===== config.mk =====
export PLATFORM = sky130hd
export DESIGN_NAME = r3000a_integer_execute_core
export DESIGN_NICKNAME = d
export VERILOG_FILES = /design/src/r3kie_pkg.sv /design/src/r3kie_regfile.sv /design/src/r3kie_alu.sv /design/src/r3kie_top_unused_guard.sv /design/src/r3000a_integer_execute_core.sv
export SDC_FILE = /design/constraint.sdc
export NUM_CORES = 2
export LEC_CHECK = 0
export BUFFER_PORTS_ARGS = -buffer_cell sky130_fd_sc_hd__buf_2
export CAP_MARGIN = 5
export CORE_MARGIN = 3
export CORE_UTILIZATION = 45
export CTS_CLUSTER_SIZE = 16
export DETAILED_ROUTE_END_ITERATION = 12
export GPL_TIMING_DRIVEN = 0
export PLACE_DENSITY = 0.66
export SYNTH_ARGS = -nofsm -noshare
export SYNTH_HDL_FRONTEND = slang
export SYNTH_SLANG_ARGS = --single-unit

===== constraint.sdc =====
create_clock -name clock -period 13.7 [get_ports clock]
set_input_delay 0.685 -clock clock [delete_from_list [all_inputs] [get_ports clock]]
set_output_delay 0.685 -clock clock [all_outputs]
set_load 0.02 [all_outputs]

===== src/r3kie_pkg.sv =====
// shared types and codes for the r3000a integer execute core
// request and response payloads, status and size codes, opcode and function codes
// no dependencies
package r3kie_pkg;

   localparam int unsigned XLEN     = 32;
   localparam int unsigned CNT_W    = 64;
   localparam int unsigned REG_AW   = 5;

   typedef enum logic [2:0] {
      ST_DONE   = 3'd0,
      ST_LOAD   = 3'd1,
      ST_STORE  = 3'd2,
      ST_BRANCH = 3'd3,
      ST_UNSUP  = 3'd4,
      ST_UNEXP  = 3'd5
   } status_type;

   typedef enum logic [1:0] {
      SZ_BYTE = 2'd0,
      SZ_HALF = 2'd1,
      SZ_WORD = 2'd2
   } mem_size_type;

   // primary opcodes
   localparam logic [5:0] OP_SPECIAL = 6'h00;
   localparam logic [5:0] OP_BEQ     = 6'h04;
   localparam logic [5:0] OP_BNE     = 6'h05;
   localparam logic [5:0] OP_ADDI    = 6'h08;
   localparam logic [5:0] OP_ADDIU   = 6'h09;
   localparam logic [5:0] OP_SLTI    = 6'h0a;
   localparam logic [5:0] OP_SLTIU   = 6'h0b;
   localparam logic [5:0] OP_ANDI    = 6'h0c;
   localparam logic [5:0] OP_ORI     = 6'h0d;
   localparam logic [5:0] OP_XORI    = 6'h0e;
   localparam logic [5:0] OP_LUI     = 6'h0f;
   localparam logic [5:0] OP_LB      = 6'h20;
   localparam logic [5:0] OP_LH      = 6'h21;
   localparam logic [5:0] OP_LW      = 6'h23;
   localparam logic [5:0] OP_LBU     = 6'h24;
   localparam logic [5:0] OP_LHU     = 6'h25;
   localparam logic [5:0] OP_SB      = 6'h28;
   localparam logic [5:0] OP_SH      = 6'h29;
   localparam logic [5:0] OP_SW      = 6'h2b;

   // special function codes
   localparam logic [5:0] FN_SLL  = 6'h00;
   localparam logic [5:0] FN_SRL  = 6'h02;
   localparam logic [5:0] FN_SRA  = 6'h03;
   localparam logic [5:0] FN_SLLV = 6'h04;
   localparam logic [5:0] FN_SRLV = 6'h06;
   localparam logic [5:0] FN_SRAV = 6'h07;
   localparam logic [5:0] FN_MFHI = 6'h10;
   localparam logic [5:0] FN_MTHI = 6'h11;
   localparam logic [5:0] FN_MFLO = 6'h12;
   localparam logic [5:0] FN_MTLO = 6'h13;
   localparam logic [5:0] FN_ADD  = 6'h20;
   localparam logic [5:0] FN_ADDU = 6'h21;
   localparam logic [5:0] FN_SUB  = 6'h22;
   localparam logic [5:0] FN_SUBU = 6'h23;
   localparam logic [5:0] FN_AND  = 6'h24;
   localparam logic [5:0] FN_OR   = 6'h25;
   localparam logic [5:0] FN_XOR  = 6'h26;
   localparam logic [5:0] FN_NOR  = 6'h27;
   localparam logic [5:0] FN_SLT  = 6'h2a;
   localparam logic [5:0] FN_SLTU = 6'h2b;

   // pending load kinds, low three opcode bits
   localparam logic [2:0] LT_LB  = 3'd0;
   localparam logic [2:0] LT_LH  = 3'd1;
   localparam logic [2:0] LT_LBU = 3'd4;
   localparam logic [2:0] LT_LHU = 3'd5;

   typedef struct packed {
      logic        kind;
      logic [31:0] instr;
      logic [31:0] instr_addr;
      logic [31:0] load_data;
   } req_type;

   typedef struct packed {
      status_type   status;
      logic [31:0]  next_pc;
      logic [31:0]  mem_addr;
      mem_size_type mem_size;
      logic [31:0]  store_data;
      logic [63:0]  cycle_count;
   } rsp_type;

   // execute stage outcome: response fields plus state updates
   typedef struct packed {
      status_type          status;
      logic [XLEN-1:0]     next_pc;
      logic [XLEN-1:0]     mem_addr;
      mem_size_type        mem_size;
      logic [XLEN-1:0]     store_data;
      logic                gpr_we;
      logic [REG_AW-1:0]   gpr_waddr;
      logic [XLEN-1:0]     gpr_wdata;
      logic                hi_we;
      logic                lo_we;
      logic                count_inc;
      logic                load_start;
      logic                load_clear;
      logic [REG_AW-1:0]   load_dest;
      logic [2:0]          load_type;
   } ex_type;

endpackage


===== src/r3kie_regfile.sv =====
// general register file, r1..r31, two read ports and one write port
// read data registered at request accept, with bypass of the same-cycle write
// depends on r3kie_pkg
module r3kie_regfile
   import r3kie_pkg::*;
(
   input  logic              clock,
   input  logic              reset,
   input  logic              rd_en,
   input  logic [REG_AW-1:0] ra_addr,
   input  logic [REG_AW-1:0] rb_addr,
   input  logic              we,
   input  logic [REG_AW-1:0] waddr,
   input  logic [XLEN-1:0]   wdata,
   output logic [XLEN-1:0]   ra_data,
   output logic [XLEN-1:0]   rb_data
);

   localparam int unsigned DEPTH = 2 ** REG_AW;

   logic [XLEN-1:0]  mem [DEPTH];
   logic [DEPTH-1:0] vld_ff;
   logic [XLEN-1:0]  rd_a_ff, rd_b_ff, fwd_data_ff;
   logic             vld_a_ff, vld_b_ff, fwd_a_ff, fwd_b_ff;
   logic             wr_ok;

   // r0 is never written, so its valid bit stays low and it reads zero
   assign wr_ok = we && (waddr != '0);

   always_ff @(posedge clock) begin
      if (wr_ok) begin
         mem[waddr] <= wdata;
      end
      if (rd_en) begin
         rd_a_ff     <= mem[ra_addr];
         rd_b_ff     <= mem[rb_addr];
         fwd_data_ff <= wdata;
      end
   end

   always_ff @(posedge clock) begin
      if (reset) begin
         vld_ff   <= '0;
         vld_a_ff <= 1'b0;
         vld_b_ff <= 1'b0;
         fwd_a_ff <= 1'b0;
         fwd_b_ff <= 1'b0;
      end else begin
         if (wr_ok) begin
            vld_ff[waddr] <= 1'b1;
         end
         if (rd_en) begin
            vld_a_ff <= vld_ff[ra_addr];
            vld_b_ff <= vld_ff[rb_addr];
            fwd_a_ff <= wr_ok && (waddr == ra_addr);
            fwd_b_ff <= wr_ok && (waddr == rb_addr);
         end
      end
   end

   assign ra_data = fwd_a_ff ? fwd_data_ff : (vld_a_ff ? rd_a_ff : '0);
   assign rb_data = fwd_b_ff ? fwd_data_ff : (vld_b_ff ? rd_b_ff : '0);

endmodule


===== src/r3kie_alu.sv =====
// decode and execute of one request against the operand values
// produces the response fields and the register, hi/lo and load state updates
// depends on r3kie_pkg
module r3kie_alu
   import r3kie_pkg::*;
(
   input  req_type           item,
   input  logic [XLEN-1:0]   op_a,
   input  logic [XLEN-1:0]   op_b,
   input  logic [XLEN-1:0]   hi,
   input  logic [XLEN-1:0]   lo,
   input  logic              load_pending,
   input  logic [REG_AW-1:0] load_dest,
   input  logic [2:0]        load_type,
   output ex_type            ex
);

   logic [5:0]        opc, funct;
   logic [REG_AW-1:0] rt, rd, sa;
   logic [XLEN-1:0]   imm_s, imm_u, pc_plus4, br_target, eff_addr, ld_val;
   logic              rd_nz, rt_nz;

   assign opc       = item.instr[31:26];
   assign rt        = item.instr[20:16];
   assign rd        = item.instr[15:11];
   assign sa        = item.instr[10:6];
   assign funct     = item.instr[5:0];
   assign imm_s     = {{16{item.instr[15]}}, item.instr[15:0]};
   assign imm_u     = {16'h0000, item.instr[15:0]};
   assign pc_plus4  = item.instr_addr + 32'd4;
   assign br_target = pc_plus4 + {imm_s[29:0], 2'b00};
   assign eff_addr  = op_a + imm_s;
   assign rd_nz     = (rd != '0);
   assign rt_nz     = (rt != '0);

   always_comb begin
      unique case (load_type)
         LT_LB:   ld_val = {{24{item.load_data[7]}}, item.load_data[7:0]};
         LT_LH:   ld_val = {{16{item.load_data[15]}}, item.load_data[15:0]};
         LT_LBU:  ld_val = {24'h000000, item.load_data[7:0]};
         LT_LHU:  ld_val = {16'h0000, item.load_data[15:0]};
         default: ld_val = item.load_data;
      endcase
   end

   always_comb begin
      ex = '0;
      ex.status    = ST_DONE;
      ex.mem_size  = SZ_BYTE;
      ex.load_dest = rt;
      ex.load_type = opc[2:0];
      ex.mem_addr  = '0;
      if (item.kind) begin
         if (!load_pending) begin
            ex.status = ST_UNEXP;
         end else begin
            ex.gpr_we     = (load_dest != '0);
            ex.gpr_waddr  = load_dest;
            ex.gpr_wdata  = ld_val;
            ex.load_clear = 1'b1;
         end
      end else if (load_pending) begin
         ex.status = ST_UNEXP;
      end else begin
         ex.count_inc = 1'b1;
         ex.next_pc   = pc_plus4;
         ex.gpr_waddr = rt;
         unique case (opc)
            OP_SPECIAL: begin
               ex.gpr_waddr = rd;
               ex.gpr_we    = rd_nz;
               unique case (funct)
                  FN_SLL:  ex.gpr_wdata = op_b << sa;
                  FN_SRL:  ex.gpr_wdata = op_b >> sa;
                  FN_SRA:  ex.gpr_wdata = $unsigned($signed(op_b) >>> sa);
                  FN_SLLV: ex.gpr_wdata = op_b << op_a[4:0];
                  FN_SRLV: ex.gpr_wdata = op_b >> op_a[4:0];
                  FN_SRAV: ex.gpr_wdata = $unsigned($signed(op_b) >>> op_a[4:0]);
                  FN_MFHI: ex.gpr_wdata = hi;
                  FN_MFLO: ex.gpr_wdata = lo;
                  FN_MTHI: begin
                     ex.gpr_we = 1'b0;
                     ex.hi_we  = 1'b1;
                  end
                  FN_MTLO: begin
                     ex.gpr_we = 1'b0;
                     ex.lo_we  = 1'b1;
                  end
                  FN_ADD, FN_ADDU: ex.gpr_wdata = op_a + op_b;
                  FN_SUB, FN_SUBU: ex.gpr_wdata = op_a - op_b;
                  FN_AND:  ex.gpr_wdata = op_a & op_b;
                  FN_OR:   ex.gpr_wdata = op_a | op_b;
                  FN_XOR:  ex.gpr_wdata = op_a ^ op_b;
                  FN_NOR:  ex.gpr_wdata = ~(op_a | op_b);
                  FN_SLT:  ex.gpr_wdata = {31'd0, $signed(op_a) < $signed(op_b)};
                  FN_SLTU: ex.gpr_wdata = {31'd0, op_a < op_b};
                  default: begin
                     ex.gpr_we = 1'b0;
                     ex.status = ST_UNSUP;
                  end
               endcase
            end
            OP_BEQ, OP_BNE: begin
               // beq takes on equal, bne on not equal
               if ((opc == OP_BEQ) == (op_a == op_b)) begin
                  ex.status  = ST_BRANCH;
                  ex.next_pc = br_target;
               end
            end
            OP_ADDI, OP_ADDIU: begin
               ex.gpr_we    = rt_nz;
               ex.gpr_wdata = eff_addr;
            end
            OP_SLTI: begin
               ex.gpr_we    = rt_nz;
               ex.gpr_wdata = {31'd0, $signed(op_a) < $signed(imm_s)};
            end
            OP_SLTIU: begin
               ex.gpr_we    = rt_nz;
               ex.gpr_wdata = {31'd0, op_a < imm_s};
            end
            OP_ANDI: begin
               ex.gpr_we    = rt_nz;
               ex.gpr_wdata = op_a & imm_u;
            end
            OP_ORI: begin
               ex.gpr_we    = rt_nz;
               ex.gpr_wdata = op_a | imm_u;
            end
            OP_XORI: begin
               ex.gpr_we    = rt_nz;
               ex.gpr_wdata = op_a ^ imm_u;
            end
            OP_LUI: begin
               ex.gpr_we    = rt_nz;
               ex.gpr_wdata = {item.instr[15:0], 16'h0000};
            end
            OP_LB, OP_LH, OP_LW, OP_LBU, OP_LHU: begin
               ex.status     = ST_LOAD;
               ex.mem_addr   = eff_addr;
               ex.load_start = 1'b1;
               unique case (opc[1:0])
                  2'b00:   ex.mem_size = SZ_BYTE;
                  2'b01:   ex.mem_size = SZ_HALF;
                  default: ex.mem_size = SZ_WORD;
               endcase
            end
            OP_SB, OP_SH, OP_SW: begin
               ex.status     = ST_STORE;
               ex.mem_addr   = eff_addr;
               ex.store_data = op_b;
               unique case (opc[1:0])
                  2'b00:   ex.mem_size = SZ_BYTE;
                  2'b01:   ex.mem_size = SZ_HALF;
                  default: ex.mem_size = SZ_WORD;
               endcase
            end
            default: ex.status = ST_UNSUP;
         endcase
      end
   end

endmodule


===== src/r3kie_top_unused_guard.sv =====
// small response output stage: holds one finished response until taken
// keeps rsp_valid a pure register output so it never depends on rsp_stall
// depends on r3kie_pkg
module r3kie_rsp_stage
   import r3kie_pkg::*;
(
   input  logic    clock,
   input  logic    reset,
   input  logic    load,
   input  rsp_type load_data,
   input  logic    rsp_stall,
   output logic    free,
   output logic    rsp_valid,
   output rsp_type rsp_data
);

   logic    vld_ff, vld_in;
   rsp_type data_ff;

   assign free   = !vld_ff || !rsp_stall;
   assign vld_in = load || (vld_ff && rsp_stall);

   always_ff @(posedge clock) begin
      if (reset) begin
         vld_ff <= 1'b0;
      end else begin
         vld_ff <= vld_in;
      end
   end

   always_ff @(posedge clock) begin
      if (load) begin
         data_ff <= load_data;
      end
   end

   assign rsp_valid = vld_ff;
   assign rsp_data  = data_ff;

endmodule


===== src/r3000a_integer_execute_core.sv =====
// r3000a integer execute core: request register, execute logic, response register.
// One request is accepted per clock while req_stall is low; its response passes through
// the request register, then the response register. The register file is
// read as the request is captured; the write of the instruction ahead, retired in that
// same clock, is bypassed into the read, so back-to-back dependent instructions run at
// one per clock while nothing stalls. HI, LO, the load-pending state and the 64-bit
// counter update as the request leaves the request register. The block stalls only
// when both the request and response registers are full and the downstream side stalls.
// depends on r3kie_pkg, r3kie_regfile, r3kie_alu, r3kie_rsp_stage
module r3000a_integer_execute_core
   import r3kie_pkg::*;
(
   input  logic    clock,
   input  logic    reset,
   input  logic    req_valid,
   output logic    req_stall,
   input  req_type req_data,
   output logic    rsp_valid,
   input  logic    rsp_stall,
   output rsp_type rsp_data
);

   logic              in_vld_ff, in_vld_in;
   req_type           in_ff;
   logic              accept, advance, out_free;
   logic [XLEN-1:0]   op_a, op_b;
   logic [XLEN-1:0]   hi_ff, lo_ff;
   logic              load_pend_ff;
   logic [REG_AW-1:0] load_dest_ff;
   logic [2:0]        load_type_ff;
   logic [CNT_W-1:0]  count_ff, count_in;
   ex_type            ex;
   rsp_type           rsp_next;

   assign advance   = in_vld_ff && out_free;
   assign req_stall = in_vld_ff && !out_free;
   assign accept    = req_valid && !req_stall;
   assign in_vld_in = accept || (in_vld_ff && !advance);

   always_ff @(posedge clock) begin
      if (reset) begin
         in_vld_ff <= 1'b0;
      end else begin
         in_vld_ff <= in_vld_in;
      end
   end

   always_ff @(posedge clock) begin
      if (accept) begin
         in_ff <= req_data;
      end
   end

   r3kie_regfile u_regfile (
      .clock   (clock),
      .reset   (reset),
      .rd_en   (accept),
      .ra_addr (req_data.instr[25:21]),
      .rb_addr (req_data.instr[20:16]),
      .we      (advance && ex.gpr_we),
      .waddr   (ex.gpr_waddr),
      .wdata   (ex.gpr_wdata),
      .ra_data (op_a),
      .rb_data (op_b)
   );

   r3kie_alu u_alu (
      .item         (in_ff),
      .op_a         (op_a),
      .op_b         (op_b),
      .hi           (hi_ff),
      .lo           (lo_ff),
      .load_pending (load_pend_ff),
      .load_dest    (load_dest_ff),
      .load_type    (load_type_ff),
      .ex           (ex)
   );

   assign count_in = count_ff + {{(CNT_W-1){1'b0}}, ex.count_inc};

   always_ff @(posedge clock) begin
      if (reset) begin
         hi_ff        <= '0;
         lo_ff        <= '0;
         load_pend_ff <= 1'b0;
         load_dest_ff <= '0;
         load_type_ff <= '0;
         count_ff     <= '0;
      end else if (advance) begin
         count_ff <= count_in;
         if (ex.hi_we) begin
            hi_ff <= op_a;
         end
         if (ex.lo_we) begin
            lo_ff <= op_a;
         end
         if (ex.load_start) begin
            load_pend_ff <= 1'b1;
            load_dest_ff <= ex.load_dest;
            load_type_ff <= ex.load_type;
         end else if (ex.load_clear) begin
            load_pend_ff <= 1'b0;
         end
      end
   end

   always_comb begin
      rsp_next.status      = ex.status;
      rsp_next.next_pc     = ex.next_pc;
      rsp_next.mem_addr    = ex.mem_addr;
      rsp_next.mem_size    = ex.mem_size;
      rsp_next.store_data  = ex.store_data;
      rsp_next.cycle_count = count_in;
   end

   r3kie_rsp_stage u_rsp_stage (
      .clock     (clock),
      .reset     (reset),
      .load      (advance),
      .load_data (rsp_next),
      .rsp_stall (rsp_stall),
      .free      (out_free),
      .rsp_valid (rsp_valid),
      .rsp_data  (rsp_data)
   );

   // counter only moves when a request retires
   a_count_hold: assert property (@(posedge clock) disable iff (reset)
      !advance |=> $stable(count_ff))
      else $error("cycle counter moved without a retiring request");

   // an issued load leaves the load pending for the data request
   a_load_pend: assert property (@(posedge clock) disable iff (reset)
      (advance && ex.load_start) |=> load_pend_ff)
      else $error("load issued but not marked pending");

   // every retiring request produces a response
   a_rsp_follows: assert property (@(posedge clock) disable iff (reset)
      advance |=> rsp_valid)
      else $error("retired request produced no response");

endmodule

==> results.md <==
Pwr:
- The leakage power figure is 33.9 nW.
- IR analysis of the VDD net gives a maximum drop of 0.131 mV.
- Dividing total power by cell area gives a power density of 114 nW/um^2.
- The design draws 10.9 mW.

Cells and area:
- The design area is 96000 sq um.
- The combined flip-flop and latch cell area is 44900 sq um.
- The multi-input logic area is 37300 sq um.
- The filler cells instantiated in the layout total 15300.
- Compared with the post-synthesis result, the final layout area differs by 14.7%.
- In the final layout, the share of cells above drive strength 1 is 22.2%.
- The final net count is 6878.

Placed design:
- After detailed placement, the total cell area comes to 90000 sq um.
- The HPWL after detailed placement is 249 mm.
- At the end of routability-driven placement, the weighted congestion stood at 1.09.
- During placement, the flow inserted port buffers numbering 261.

Clock network:
- The tree is rooted in a clkbuf_16.
- The number of CTS-inserted buffers is 162.
- Gates resized during post-CTS repair numbered 0.
- After clock tree synthesis, the setup repair step added 0 buffers.
- After clock tree synthesis, the flow added hold-fix buffers numbering 53.
- The maximum level of the CTS H-tree is 4.
- After clock tree synthesis, the clock-pin slew on the worst setup and hold paths is 0.06 ns.
- TritonCTS built the clock tree.
- For the worst-skew pair, the clock arrives at the later sink with an insertion delay of 0.85 ns.
- The longest clock path from root to sink contains 3 buffers.
- The clock sink total is 1552.

Synthesis:
- The register bit total from synthesis is 1552.
- The netlist uses 99 different library cells.
- After synthesis, the share of cell area in mux cells is 21.9%.
- The cell count after synthesis is 5972.
- In this run the biggest area consumer among cell types represents 49.4% of the synthesized area.
- Summing the areas of all xor and xnor instances in the mapped netlist gives 2.36% of the synthesized area.
- The number of enable-type register cells in the synthesized netlist is 1377.
- In the synthesized netlist the dominant register cell turns out to be edfxtp_1.
- The synthesized area divided by synthesized cell count is 14.0 sq um.
- Summing the areas of all and, or, nand and nor instances in the mapped netlist gives 7.30% of the synthesized area.
- The share of synthesized cell area in full adder, half adder and majority cells is 3.23%.
- By area, the combinational part of the netlist is dominated by multiplexers.
- By area the synthesized netlist is led by edfxtp_1, mux4_2, dfxtp_1.
- Sequential cells were found to cover 53.6% of the synthesized design area.
- Counting flops with an async set or reset pin after synthesis yields a share of 0%.
- During synthesis, Yosys emitted a total of 0 warnings.
- In this run the cell area of the synthesized design comes to 83700 sq um.
- Summing the areas of all compound-gate instances in the mapped netlist gives 9.03% of the synthesized area.
- The cell type with the highest aggregate area in the netlist is edfxtp_1.

Route:
- The detail-routed via count per cell is 6.70.
- The first routing iteration left 8653 violations.
- After detailed routing, the number of remaining DRC violations is 0.
- The first detailed-routing pass took 9 iterations.
- The average wire per standard cell is 36.5 microns.
- The overall routed net length is 336 mm.
- The final antenna-violating net count is 0.
- The via total after detailed routing is 61500.

Timing:
- Timing would allow up to 98.0 MHz.
- The worst path uses 74.5% of the clock period.
- The worst relative slew slack is -0.356%.
- The final sum of negative setup slack is 0 ns.
- After layout, the minimum clock period comes to 10.21 ns.
- Setup repair after global routing left no endpoint under its margin.
- The number of max-slew violations in the final report is 1.
- The setup skew after layout is 0.0519 ns.
- The slew at the pin closest to its max-slew limit is 1.49 ns.
- The count of endpoints failing hold in the final timing report was 0.
- The tightest hold margin is 0.0430 ns.
- Setup violations remaining at the end of the flow were counted as 0.

Die:
- The number of cell rows is 157.
- The die is 437 microns wide.
- The die covers 191000 sq um.
- The vertical die dimension is 437 microns.
- 268 I/O pins were placed.
- The initial utilization of the core area, before any placement, comes to 45.5%.
- The core region is 184000 sq um.

Run:
- The max-capacitance violation count is 2.

Global routing:
- The initial antenna violation count is 30.
- Global routing used 34.5% of the available tracks.
- The maximum number of pins on one net before global-route repair is 104.
- The first global-routing pass estimated 465 mm of wire.
- The number of global-route vias before repair is 60200.
- For this run the aggregate overflow at the end of global routing stands at 0.

Critical path:
- The data arrival at the endpoint of the critical path is 10.49 ns.
- The category of the worst setup path capture point is a register.
- The worst setup path is of the register to register kind.
- The worst setup path is launched from a register.
- The number of cells on the worst reg-to-reg path is 17.
- The worst register-to-register path ends at u_regfile.mem[9][26]$_DFFE_PP_.
- The highest fanout seen on the critical path is 33.
- The setup check on the worst reg-to-reg path leaves a slack of 3.49 ns.
- STA puts the critical path data required time at 13.98 ns.
- The startpoint identified for the worst register-to-register timing path is u_regfile.fwd_a_ff$_SDFFE_PP0P_.

Worst hold path:
- The min-delay analysis places its worst path in the category input port to register.
- The startpoint of the worst hold path is req_data[1].
- The hold path depth is 1.
- The worst hold path terminates at in_ff[1]$_DFFE_PP_.

Status:
- The run finished, with violations left.
- The checks that failed: capacitance limit, slew limit.
-- stage by stage --
step,util [%],setup slack [ns],std cells
after floorplan,-,7.30,6003
after global placement,47.9,3.29,8728
after detailed placement,48.9,3.26,8800
after CTS,52.1,3.21,9152
after global routing,52.2,3.55,9171
final,52.2,3.49,9184
-- area by class of cell --
cell class | count | area share, %
plain buffers | 401 | 1.65
well taps | 2464 | 3.21
multi-input cells | 3892 | 38.9
clock buffers | 200 | 4.43
flip-flops and latches | 1552 | 46.7
clock inverters | 99 | 1.10
inverters | 158 | 0.625
diodes | 22 | 0.0573
repair buffers | 396 | 3.31
-- placed cells by master (no fill, tap or decap), types with 38 or more instances in the layout --
cell type	synthesis	final
a211oi_1	129	128
a21o_1	38	38
a21oi_1	307	307
a221oi_1	49	46
a22o_1	56	56
and3_1	41	41
buf_1	69	69
buf_12	0	38
buf_2	34	297
clkbuf_1	289	321
clkbuf_16	0	163
clkinv_1	11	47
dfxtp_1	175	175
dlygate4sd3_1	0	53
edfxtp_1	1377	1377
ha_1	210	210
inv_1	143	142
mux2_2	89	89
mux2i_1	190	190
mux4_2	683	683
nand2_1	303	303
nand3_1	101	99
nand4_1	39	39
nor2_1	529	498
nor3_1	94	92
o211ai_1	45	45
o21ai_0	161	160
xnor2_1	133	133
xor2_1	93	93
-- kinds of logic (layout without fill, tap and decap cells) --
kind of cell | after synthesis | in the layout
flip-flops | 1552 | 1552
multiplexers | 967 | 967
buffers and inverters | 559 | 1254
AND/OR/NAND/NOR | 1320 | 1320
adder cells (fa/ha/maj) | 214 | 214
other | 1 | 54
XOR/XNOR | 226 | 226
AO/OA/AOI/OAI | 1133 | 1133
-- worst max-delay path by stage --
stage	startpoint	end	slack (ns)	cells past startpoint
3_5_place_dp	u_regfile.fwd_a_ff$_SDFFE_PP0P_	u_regfile.mem[12][26]$_DFFE_PP_	3.26	17
4_1_cts	u_regfile.fwd_a_ff$_SDFFE_PP0P_	u_regfile.mem[9][26]$_DFFE_PP_	3.21	17
2_1_floorplan	rsp_stall	count_ff[41]$_SDFFE_PP0P_	7.30	7
5_1_grt	u_regfile.fwd_a_ff$_SDFFE_PP0P_	u_regfile.mem[2][26]$_DFFE_PP_	3.55	17
3_3_place_gp	u_regfile.fwd_a_ff$_SDFFE_PP0P_	u_regfile.mem[14][26]$_DFFE_PP_	3.29	17
6_report	u_regfile.fwd_a_ff$_SDFFE_PP0P_	u_regfile.mem[9][26]$_DFFE_PP_	3.49	17
-- cells in the mapped netlist, drive strengths merged (31+ instances only) --
library cell	n
a221oi	49
mux2	93
clkbuf	289
mux2i	191
a22o	56
inv	147
nand4	39
and3	41
nor4	32
xor2	93
buf	112
dfxtp	175
o211ai	45
mux4	683
a21oi	308
xnor2	133
nand2	303
nor3	95
edfxtp	1377
nand3	101
a222oi	31
a21o	38
ha	210
o21ai	204
a211oi	129
nor2b	35
or3	34
nor2	531
-- layer usage --
layer	vias to the layer above	GRT usage, %	routed length [microns]
met3	896	8.06	34900
met1	31500	44.5	124000
met4	14	20.8	23900
met2	4125	53.3	153000
met5	-	0	87
li1	25000	-	-
-- state kept, by name, indices dropped and copies added, names as in the netlist, 3 cells and up --
register               flops
u_regfile.mem           1024
hi_ff                     32
count_ff                  64
u_regfile.rd_b_ff         32
lo_ff                     32
u_regfile.vld_ff          32
u_regfile.fwd_data_ff     32
in_ff                     92
load_type_ff               3
u_rsp_stage.rsp_data     165
load_dest_ff               5
u_regfile.rd_a_ff         32
-- where the power goes --
group / leakage [nW] / switching (mW) / internal (mW)
combinational: 15.6 / 0.839 / 0.422
clock: 2.58 / 1.94 / 2.51
sequential: 15.8 / 0.0434 / 5.17
total: 33.9 / 2.82 / 8.10
-- worst max-delay path, cell delays in order, from the launching register on --
cell and delay, ns:
dfxtp_1 0.49, buf_2 0.34, buf_1 0.51, buf_1 0.59, buf_1 0.67, a22o_1 0.83, ha_1 0.37, clkbuf_1 0.26
nor4_1 0.81, nand2_1 0.14, a31oi_1 0.62, o31ai_1 0.35, a2111oi_0 1.13, o21a_1 0.28, a311oi_1 0.18, mux2i_1 0.25
o31ai_1 0.87, nand3_2 0.88
Note: power is estimated with default switching activity, not from simulation.
